File: src/design/nlb_pkg.sv
// ----------------------------------------------------------------------------
// Notification LED blinker package
// Event codes, register indexes, reset values and the transaction payload
// types shared by the notification LED blinker.
// ----------------------------------------------------------------------------
package nlb_pkg;

    localparam int unsigned CFG_DATA_BITS  = 16;
    localparam int unsigned CFG_INDEX_BITS = 2;
    localparam int unsigned FUNC_BITS      = 4;

    typedef enum logic [FUNC_BITS-1:0] {
        FUNC_TICK        = 4'd0,
        FUNC_SUPPORT_ON  = 4'd1,
        FUNC_SUPPORT_OFF = 4'd2,
        FUNC_NOTIFY_ON   = 4'd3,
        FUNC_NOTIFY_OFF  = 4'd4,
        FUNC_BLINK_START = 4'd5,
        FUNC_BLINK_STOP  = 4'd6,
        FUNC_SUSPEND     = 4'd7,
        FUNC_RESUME      = 4'd8
    } func_t;

    typedef enum logic [CFG_INDEX_BITS-1:0] {
        REG_ON_INTERVAL  = 2'd0,
        REG_OFF_INTERVAL = 2'd1,
        REG_MAX_BLINKS   = 2'd2
    } reg_index_t;

    localparam logic [CFG_DATA_BITS-1:0] ON_INTERVAL_RESET  = 16'd500;
    localparam logic [CFG_DATA_BITS-1:0] OFF_INTERVAL_RESET = 16'd500;
    localparam logic [CFG_DATA_BITS-1:0] MAX_BLINKS_RESET   = 16'd300;

    typedef struct packed {
        logic [FUNC_BITS-1:0] func;
        logic                 driver_ready;
    } in_t;

    typedef struct packed {
        logic        led_lit;
        logic        notify_active;
        logic        blink_active;
        logic [15:0] blinks_left;
        logic        timed_out;
        logic        support_on;
    } out_t;

endpackage

File: src/design/notification_led_blinker.sv
// ----------------------------------------------------------------------------
// Notification LED blinker
// Event-driven controller for a notification LED with blink timing and a
// blink budget that ends the notification when it runs out.
// ----------------------------------------------------------------------------
// One transaction is accepted in every cycle while the result register is
// empty or being emptied; its result appears in the cycle after acceptance
// and is held in the result register until taken. All state updates for a
// transaction are made in a single pass of combinational logic ahead of
// the state and result registers: one transaction per cycle unless stalled.
module notification_led_blinker #(
    parameter int unsigned INTERVAL_BITS = 16,
    parameter int unsigned BUDGET_BITS   = 16
) (
    input  logic                               aclk,
    input  logic                               aresetn,
    input  logic                               cfg_wr_en,
    input  logic [nlb_pkg::CFG_INDEX_BITS-1:0] cfg_index,
    input  logic [nlb_pkg::CFG_DATA_BITS-1:0]  cfg_wdata,
    input  logic                               s_valid,
    output logic                               s_ready,
    input  nlb_pkg::in_t                       s_data,
    output logic                               m_valid,
    input  logic                               m_ready,
    output nlb_pkg::out_t                      m_data
);

    localparam int unsigned WIDE_BITS = BUDGET_BITS + 16;

    logic [nlb_pkg::CFG_DATA_BITS-1:0] on_interval_reg;
    logic [nlb_pkg::CFG_DATA_BITS-1:0] off_interval_reg;
    logic [nlb_pkg::CFG_DATA_BITS-1:0] max_blinks_reg;

    logic                     support_reg, support_next;
    logic                     sleep_reg, sleep_next;
    logic                     active_reg, active_next;
    logic                     blink_reg, blink_next;
    logic                     lamp_reg, lamp_next;
    logic [BUDGET_BITS-1:0]   budget_reg, budget_next;
    logic [INTERVAL_BITS-1:0] phase_reg, phase_next;
    logic                     timeout_next;

    logic                     m_valid_reg;
    nlb_pkg::out_t            m_data_reg;
    nlb_pkg::out_t            m_data_next;

    logic [INTERVAL_BITS-1:0] on_load;
    logic [INTERVAL_BITS-1:0] off_load;
    logic [INTERVAL_BITS-1:0] on_cast;
    logic [INTERVAL_BITS-1:0] off_cast;
    logic [BUDGET_BITS-1:0]   budget_dec;
    logic [WIDE_BITS-1:0]     budget_wide;
    logic                     accept;

    assign accept  = s_valid && s_ready;
    assign s_ready = !m_valid_reg || m_ready;
    assign m_valid = m_valid_reg;
    assign m_data  = m_data_reg;

    assign on_cast    = INTERVAL_BITS'(on_interval_reg);
    assign off_cast   = INTERVAL_BITS'(off_interval_reg);
    assign on_load    = (on_cast == '0) ? INTERVAL_BITS'(1) : on_cast;
    assign off_load   = (off_cast == '0) ? INTERVAL_BITS'(1) : off_cast;
    assign budget_dec = budget_reg - BUDGET_BITS'(1);

    always_comb begin
        support_next = support_reg;
        sleep_next   = sleep_reg;
        active_next  = active_reg;
        blink_next   = blink_reg;
        lamp_next    = lamp_reg;
        budget_next  = budget_reg;
        phase_next   = phase_reg;
        timeout_next = 1'b0;
        case (nlb_pkg::func_t'(s_data.func))
            nlb_pkg::FUNC_TICK: begin
                if (blink_reg) begin
                    if (phase_reg > INTERVAL_BITS'(1)) begin
                        phase_next = phase_reg - INTERVAL_BITS'(1);
                    end else if (lamp_reg) begin
                        if ((budget_reg != '0) && (budget_dec == '0)) begin
                            budget_next  = '0;
                            blink_next   = 1'b0;
                            phase_next   = '0;
                            lamp_next    = 1'b0;
                            active_next  = 1'b0;
                            timeout_next = 1'b1;
                        end else begin
                            if (budget_reg != '0) begin
                                budget_next = budget_dec;
                            end
                            lamp_next  = 1'b0;
                            phase_next = off_load;
                        end
                    end else begin
                        lamp_next  = 1'b1;
                        phase_next = on_load;
                    end
                end
            end
            nlb_pkg::FUNC_SUPPORT_ON: begin
                support_next = 1'b1;
            end
            nlb_pkg::FUNC_SUPPORT_OFF, nlb_pkg::FUNC_NOTIFY_OFF: begin
                if (s_data.func == nlb_pkg::FUNC_SUPPORT_OFF) begin
                    support_next = 1'b0;
                end
                if (active_reg) begin
                    if (blink_reg) begin
                        blink_next = 1'b0;
                        phase_next = '0;
                    end
                    lamp_next   = 1'b0;
                    active_next = 1'b0;
                end
            end
            nlb_pkg::FUNC_NOTIFY_ON: begin
                if (support_reg && !active_reg && sleep_reg && s_data.driver_ready) begin
                    lamp_next   = 1'b1;
                    active_next = 1'b1;
                end
            end
            nlb_pkg::FUNC_BLINK_START: begin
                if (active_reg && !blink_reg) begin
                    blink_next  = 1'b1;
                    phase_next  = on_load;
                    budget_next = BUDGET_BITS'(max_blinks_reg);
                end
            end
            nlb_pkg::FUNC_BLINK_STOP: begin
                if (blink_reg) begin
                    blink_next = 1'b0;
                    phase_next = '0;
                    if (active_reg) begin
                        lamp_next = 1'b1;
                    end
                end
            end
            nlb_pkg::FUNC_SUSPEND: begin
                sleep_next = 1'b1;
            end
            nlb_pkg::FUNC_RESUME: begin
                sleep_next = 1'b0;
            end
            default: begin
            end
        endcase
    end

    assign budget_wide = WIDE_BITS'(budget_next);

    always_comb begin
        m_data_next.led_lit       = lamp_next;
        m_data_next.notify_active = active_next;
        m_data_next.blink_active  = blink_next;
        m_data_next.blinks_left   = budget_wide[15:0];
        m_data_next.timed_out     = timeout_next;
        m_data_next.support_on    = support_next;
    end

    always_ff @(posedge aclk) begin
        if (!aresetn) begin
            on_interval_reg  <= nlb_pkg::ON_INTERVAL_RESET;
            off_interval_reg <= nlb_pkg::OFF_INTERVAL_RESET;
            max_blinks_reg   <= nlb_pkg::MAX_BLINKS_RESET;
        end else if (cfg_wr_en) begin
            case (nlb_pkg::reg_index_t'(cfg_index))
                nlb_pkg::REG_ON_INTERVAL:  on_interval_reg  <= cfg_wdata;
                nlb_pkg::REG_OFF_INTERVAL: off_interval_reg <= cfg_wdata;
                nlb_pkg::REG_MAX_BLINKS:   max_blinks_reg   <= cfg_wdata;
                default: begin
                end
            endcase
        end
    end

    always_ff @(posedge aclk) begin
        if (!aresetn) begin
            support_reg <= 1'b0;
            sleep_reg   <= 1'b0;
            active_reg  <= 1'b0;
            blink_reg   <= 1'b0;
            lamp_reg    <= 1'b0;
            budget_reg  <= '0;
            phase_reg   <= '0;
        end else if (accept) begin
            support_reg <= support_next;
            sleep_reg   <= sleep_next;
            active_reg  <= active_next;
            blink_reg   <= blink_next;
            lamp_reg    <= lamp_next;
            budget_reg  <= budget_next;
            phase_reg   <= phase_next;
        end
    end

    always_ff @(posedge aclk) begin
        if (!aresetn) begin
            m_valid_reg <= 1'b0;
        end else if (accept) begin
            m_valid_reg <= 1'b1;
        end else if (m_ready) begin
            m_valid_reg <= 1'b0;
        end
    end

    always_ff @(posedge aclk) begin
        if (accept) begin
            m_data_reg <= m_data_next;
        end
    end

endmodule
File: config.mk
export PLATFORM = sky130hd
export DESIGN_NAME = notification_led_blinker
export DESIGN_NICKNAME = d
export VERILOG_FILES = /design/src/design/nlb_pkg.sv /design/src/design/notification_led_blinker.sv
export SDC_FILE = /design/constraint.sdc
export NUM_CORES = 1
export LEC_CHECK = 0
export ABC_AREA = 0
export BUFFER_PORTS_ARGS = -buffer_cell sky130_fd_sc_hd__clkbuf_2
export CORE_MARGIN = 3
export CORE_UTILIZATION = 35
export DETAILED_ROUTE_END_ITERATION = 16
export MAX_ROUTING_LAYER = met4
export PLACE_DENSITY = 0.52
export SLEW_MARGIN = 20
export SYNTH_ARGS = -nofsm -noshare
export SYNTH_HDL_FRONTEND = slang
export SYNTH_SLANG_ARGS = --single-unit
File: constraint.sdc
create_clock -name aclk -period 5.4 [get_ports aclk]
set_input_delay 1.08 -clock aclk [delete_from_list [all_inputs] [get_ports aclk]]
set_output_delay 1.08 -clock aclk [all_outputs]
set_load 0.1 [all_outputs]
Word-level counts from Yosys, hierarchy flattened --
Index checks and enable logic that the tools add are counted.
Cells by class: reduce and logical (&&, ||, !) cells 26, multiply operators 0, divide/modulo/power cells 0, add/subtract/negate cells 2, mux-type cells 44, equality and inequality tests 13, shift operators 0, bitwise gates (word level) 3, $lt $le $gt $ge 1
Operator list (count):
- 16-bit two-way mux | 15
- 16-bit case mux with 4 select lines | 1
- 16-bit logical NOT | 3
- 16-bit case mux with 2 select lines | 1
- 16-bit by 1-bit subtractor with 16-bit output (second input constant) | 2
- 1-bit two-way mux | 22
- 4-bit by 3-bit equality test with 1-bit output (second input constant) | 4
- 16-bit by 1-bit greater-than comparator with 1-bit output (second input constant) | 1
- 16-bit nonzero test | 1
- 4-bit by 2-bit equality test with 1-bit output (second input constant) | 2
- 1-bit case mux with 4 select lines | 2
- 2-bit AND reduction | 4
- 1-bit logical AND | 6
- 2-bit != test (second input constant) | 3
- 5-bit AND reduction | 1
- 4-bit by 1-bit equality test with 1-bit output (second input constant) | 1
- 4-bit equality test (second input constant) | 1
- 4-bit logical NOT | 1
- 1-bit case mux with 2 select lines | 2
- 2-bit nonzero test | 2
- 4-bit nonzero test | 1
- 4-bit OR reduction | 1
- 1-bit logical NOT | 3
- 1-bit inverter | 3
- other kinds (6) | 6
Storage, ports and cells: memory bits (read-only) 0, RAM bits 0, memories 0, bits in latches 0, register bits after elaboration 107, input bits 28, word-level logic and storage cells 106

Depth between registers and ports, before layout --
depth in word-level cells 8, mapped depth 11, depth with buffers taken out 9

Worst setup path before layout --
Ideal clock, no wire load.
path type input to register, start input port m_ready, end register budget_reg[6], cell stages on the path 6, slack 1.779 ns, data required time 5.329 ns, arrival time 3.550 ns, path buffers 1, cell sequence nand2b_1 nand2_1 inv_1 clkbuf_1 o21ai_0 a21oi_1
On the way: word-level cells in the longest chain between the ends 2
RTL lines:
- from (decl) | line notification_led_blinker.sv:24 | input logic m_ready,
- 1-bit logical OR | line notification_led_blinker.sv:56 | assign s_ready = !m_valid_reg || m_ready;
- 1-bit logical AND | line notification_led_blinker.sv:55 | assign accept = s_valid && s_ready;
- net accept | line notification_led_blinker.sv:53 | logic accept;
- to (signal assigned) | line notification_led_blinker.sv:192 | budget_reg <= budget_next;
- to (decl) | line notification_led_blinker.sv:39 | logic [BUDGET_BITS-1:0] budget_reg, budget_next;
The timed path passes the listed nets, and every way through them passes these cells. A chain may end at the register's enable or synchronous reset.

Worst setup path in the final report --
start register budget_reg[0], end register blink_reg
On the way: word-level cells in the longest chain between the ends 8
RTL lines:
- 16-bit by 1-bit subtractor with 16-bit output | line notification_led_blinker.sv:64 | assign budget_dec = budget_reg - BUDGET_BITS'(1);
- 16-bit logical NOT | line notification_led_blinker.sv:81 | if ((budget_reg != '0) && (budget_dec == '0)) begin
- 1-bit logical AND (*) | line notification_led_blinker.sv:81
- 1-bit two-way mux (*) | line notification_led_blinker.sv:81
- 1-bit two-way mux (*) | line notification_led_blinker.sv:80 | end else if (lamp_reg) begin
- 1-bit two-way mux (*) | line notification_led_blinker.sv:78 | if (phase_reg > INTERVAL_BITS'(1)) begin
- 1-bit two-way mux (*) | line notification_led_blinker.sv:77 | if (blink_reg) begin
- 1-bit case mux with 4 select lines (*) | line notification_led_blinker.sv:75 | case (nlb_pkg::func_t'(s_data.func))
- to (signal assigned) | line notification_led_blinker.sv:190 | blink_reg <= blink_next;
- to (decl) | line notification_led_blinker.sv:37 | logic blink_reg, blink_next;
Mark *: on every way between the ends. The rest lies on a longest branch, timed or not.

==> results.sh <==
export IMPL_status="completed"
export IMPL_async_flop_share_pct=0
export IMPL_drt_pass1_iter_count=5
export IMPL_io_pins=51
export IMPL_grt_first_pass_wirelength_um=29500
export IMPL_syn_nets=761
export IMPL_dieHeight_um=135
export IMPL_largest_reg_flops=21
export IMPL_clockBufferDepth=2
export IMPL_root_buffer="clkbuf_16"
export IMPL_h_tree_depth=3
export IMPL_die_x_um=135
export IMPL_mostFrequentLayoutCells="nand2_1, dfxtp_1, a21oi_1"
export IMPL_grt_start_max_net_pins=46
export IMPL_p_leak_uw=0.00254
export IMPL_first_global_vias=5265
export IMPL_rsz0062_at_grt="no"
export IMPL_irDropWorstVdd_mv=0.238
export IMPL_min_period_ns=3.83
export IMPL_synth_top_area_cell="dfxtp_1"
export IMPL_nets=778
export IMPL_antenna_cells=0
export IMPL_final_common_cell="nand2_1"
export IMPL_synth_edf_count=21
export IMPL_slew_viol_final=0
export IMPL_post_route_cell_area_um2=6490
export IMPL_slowest_stage="or4b_2"
export IMPL_antenna_found_initial=0
export IMPL_core_um2=16100
export IMPL_netlist_area_leader_share_pct=29.6
export IMPL_setup_tns_ns=0
export IMPL_ys_types=68
export IMPL_clock_latency_ns=0.36
export IMPL_cap_viol_max_count=0
export IMPL_drtAntennaViolNets=0
export IMPL_cp_required_ns=5.65
export IMPL_drive_gt1_share_pct=12.1
export IMPL_avgViaCountPerCell=5.83
export IMPL_drc=0
export IMPL_end_kind="register"
export IMPL_avgSynthCellArea_um2=7.98
export IMPL_worst_slew_pin_transition_ns=1.04
export IMPL_hold_violations=0
export IMPL_crit_fanout=11
export IMPL_p_comb_share_pct=20.4
export IMPL_sw_frac_of_total_pct=33.4
export IMPL_p_sw_uw=657
export IMPL_ctsResizeCount=0
export IMPL_post_route_util_pct=40.4
export IMPL_slew_headroom_pct=29.7
export IMPL_cts_setup_buffers=0
export IMPL_pwr_share_clk_pct=34.6
export IMPL_yosysSeqAreaShare_pct=40.5
export IMPL_rows=46
export IMPL_portBuffers=50
export IMPL_crit_type="register to register"
export IMPL_ff2ff_path_depth=9
export IMPL_ctsHoldBuffers=0
export IMPL_hold_depth=2
export IMPL_gr_usage_all_layers_pct=21.2
export IMPL_clk_pin_slew_ns=0.08
export IMPL_synth_ff_latch_count=107
export IMPL_power_internal_uw=1310
export IMPL_yosysWarnings=0
export IMPL_initial_core_util_pct=36.2
export IMPL_start_kind="register"
export IMPL_place_area_um2=6180
export IMPL_clock_sinks=107
export IMPL_hold_path_class="register to register"
export IMPL_cts_tree="yes"
export IMPL_slowest_delay_ns=0.65
export IMPL_grt_overflow_total=0
export IMPL_gp_congestion=0.932
export IMPL_fin_crit_sh_pct=70.8
export IMPL_worstPathArrival_ns=4.07
export IMPL_ys_flop_type="dfxtp_1"
export IMPL_skew_ns=0.00859
export IMPL_num_vias=5632
export IMPL_numCtsBuffers=9
export IMPL_hpwl_um=13200
export IMPL_netlist_instances=728
export IMPL_seqPwrFrac_pct=44.9
export IMPL_synth_area_top_cells="dfxtp_1, edfxtp_1, nand2_1, a21oi_1, o21ai_0"
export IMPL_finalSetupViolations=0
export IMPL_die_area_um2=18200
export IMPL_area_delta_synth_final_pct=11.7
export IMPL_routedWlPerCell_um=19.2
export IMPL_netlist_area_um2=5810
export IMPL_power_density_nw_per_um2=304
export IMPL_fmax_mhz=261
export IMPL_drt_total_wl_um=18600
export IMPL_path_cells="inv_1 > ha_1 > nor3b_1 > or4b_2 > xnor2_1 > or4_4 > nor3_4 > a31oi_1 > o311a_1"
export IMPL_drtIter0Drc=384
[worst paths after layout]
kind,to,slack (ns),start
worst max-delay path,blink_reg$_SDFFE_PN0P_,1.57,budget_reg[0]$_SDFFE_PN0P_
worst min-delay path,max_blinks_reg[9]$_SDFFE_PN0P_,0.46,max_blinks_reg[9]$_SDFFE_PN0P_
worst max register to register,blink_reg$_SDFFE_PN0P_,1.57,budget_reg[0]$_SDFFE_PN0P_
worst min register to register,max_blinks_reg[9]$_SDFFE_PN0P_,0.46,max_blinks_reg[9]$_SDFFE_PN0P_
[through the flow]
stage	hold slack [ns]	power (uW)	instances	worst slack, ns
5_1_grt	0.491	2050	966	1.36
6_report	0.464	1970	966	1.57
2_1_floorplan	0.432	1200	728	1.78
4_1_cts	0.468	1980	966	1.62
3_5_place_dp	0.455	1300	950	1.64
3_3_place_gp	0.449	1300	950	1.80
[area by class of cell]
cell class | instances | area [um2]
fill | 1648 | 9570
multi-input combinational | 555 | 3190
sequential | 107 | 2350
timing repair buffer | 59 | 318
tap | 216 | 270
clock buffer | 11 | 253
clock inverter | 5 | 51.3
inverter | 13 | 48.8
[cells in the mapped netlist, drive strengths merged, types with 12 or more instances]
cell type	instances
nand2	143
dfxtp	86
a21oi	73
clkbuf	48
nor2	41
o21ai	37
nand3	32
edfxtp	21
nor3	20
nor4	19
inv	12
xor2	12
[power groups by stage]
stage | registers [uW] | logic, uW | clock network (uW)
3_5_place_dp | 903 | 398 | 0
4_1_cts | 884 | 400 | 694
3_3_place_gp | 902 | 396 | 0
2_1_floorplan | 955 | 241 | 0
5_1_grt | 890 | 438 | 727
6_report | 885 | 402 | 682
[metal layers]
layer  global-route usage (%)  up-vias  part of all wire (%)
met2                     31.1      209                    44
met4                     4.86        0                   1.3
met1                     30.4     2711                    48
met5                        -        -                     0
met3                     4.21       18                   6.8
li1                         -     2694                     -
[worst max-delay path, delay by kind of cell, from the launching register on]
| kind | cells | cell delay [ns] |
|---|---|---|
| xor+xnor | 1 | 0.16 |
| compound gates | 2 | 0.55 |
| fa+ha+maj | 1 | 0.30 |
| flops | 1 | 0.42 |
| simple gates | 4 | 2.13 |
| buf+inv | 1 | 0.15 |
[logic make-up after synthesis]
logic type               count (synthesis)  synth area share (%)
adder cells (fa/ha/maj)                  5                  1.08
AO/OA/AOI/OAI                          204                  22.9
XOR/XNOR                                21                  3.17
buffers and inverters                   66                  4.59
AND/OR/NAND/NOR                        322                  27.3
multiplexers                             3                 0.539
flip-flops                             107                  40.5
No activity file was read; power rests on OpenSTA's default activity.
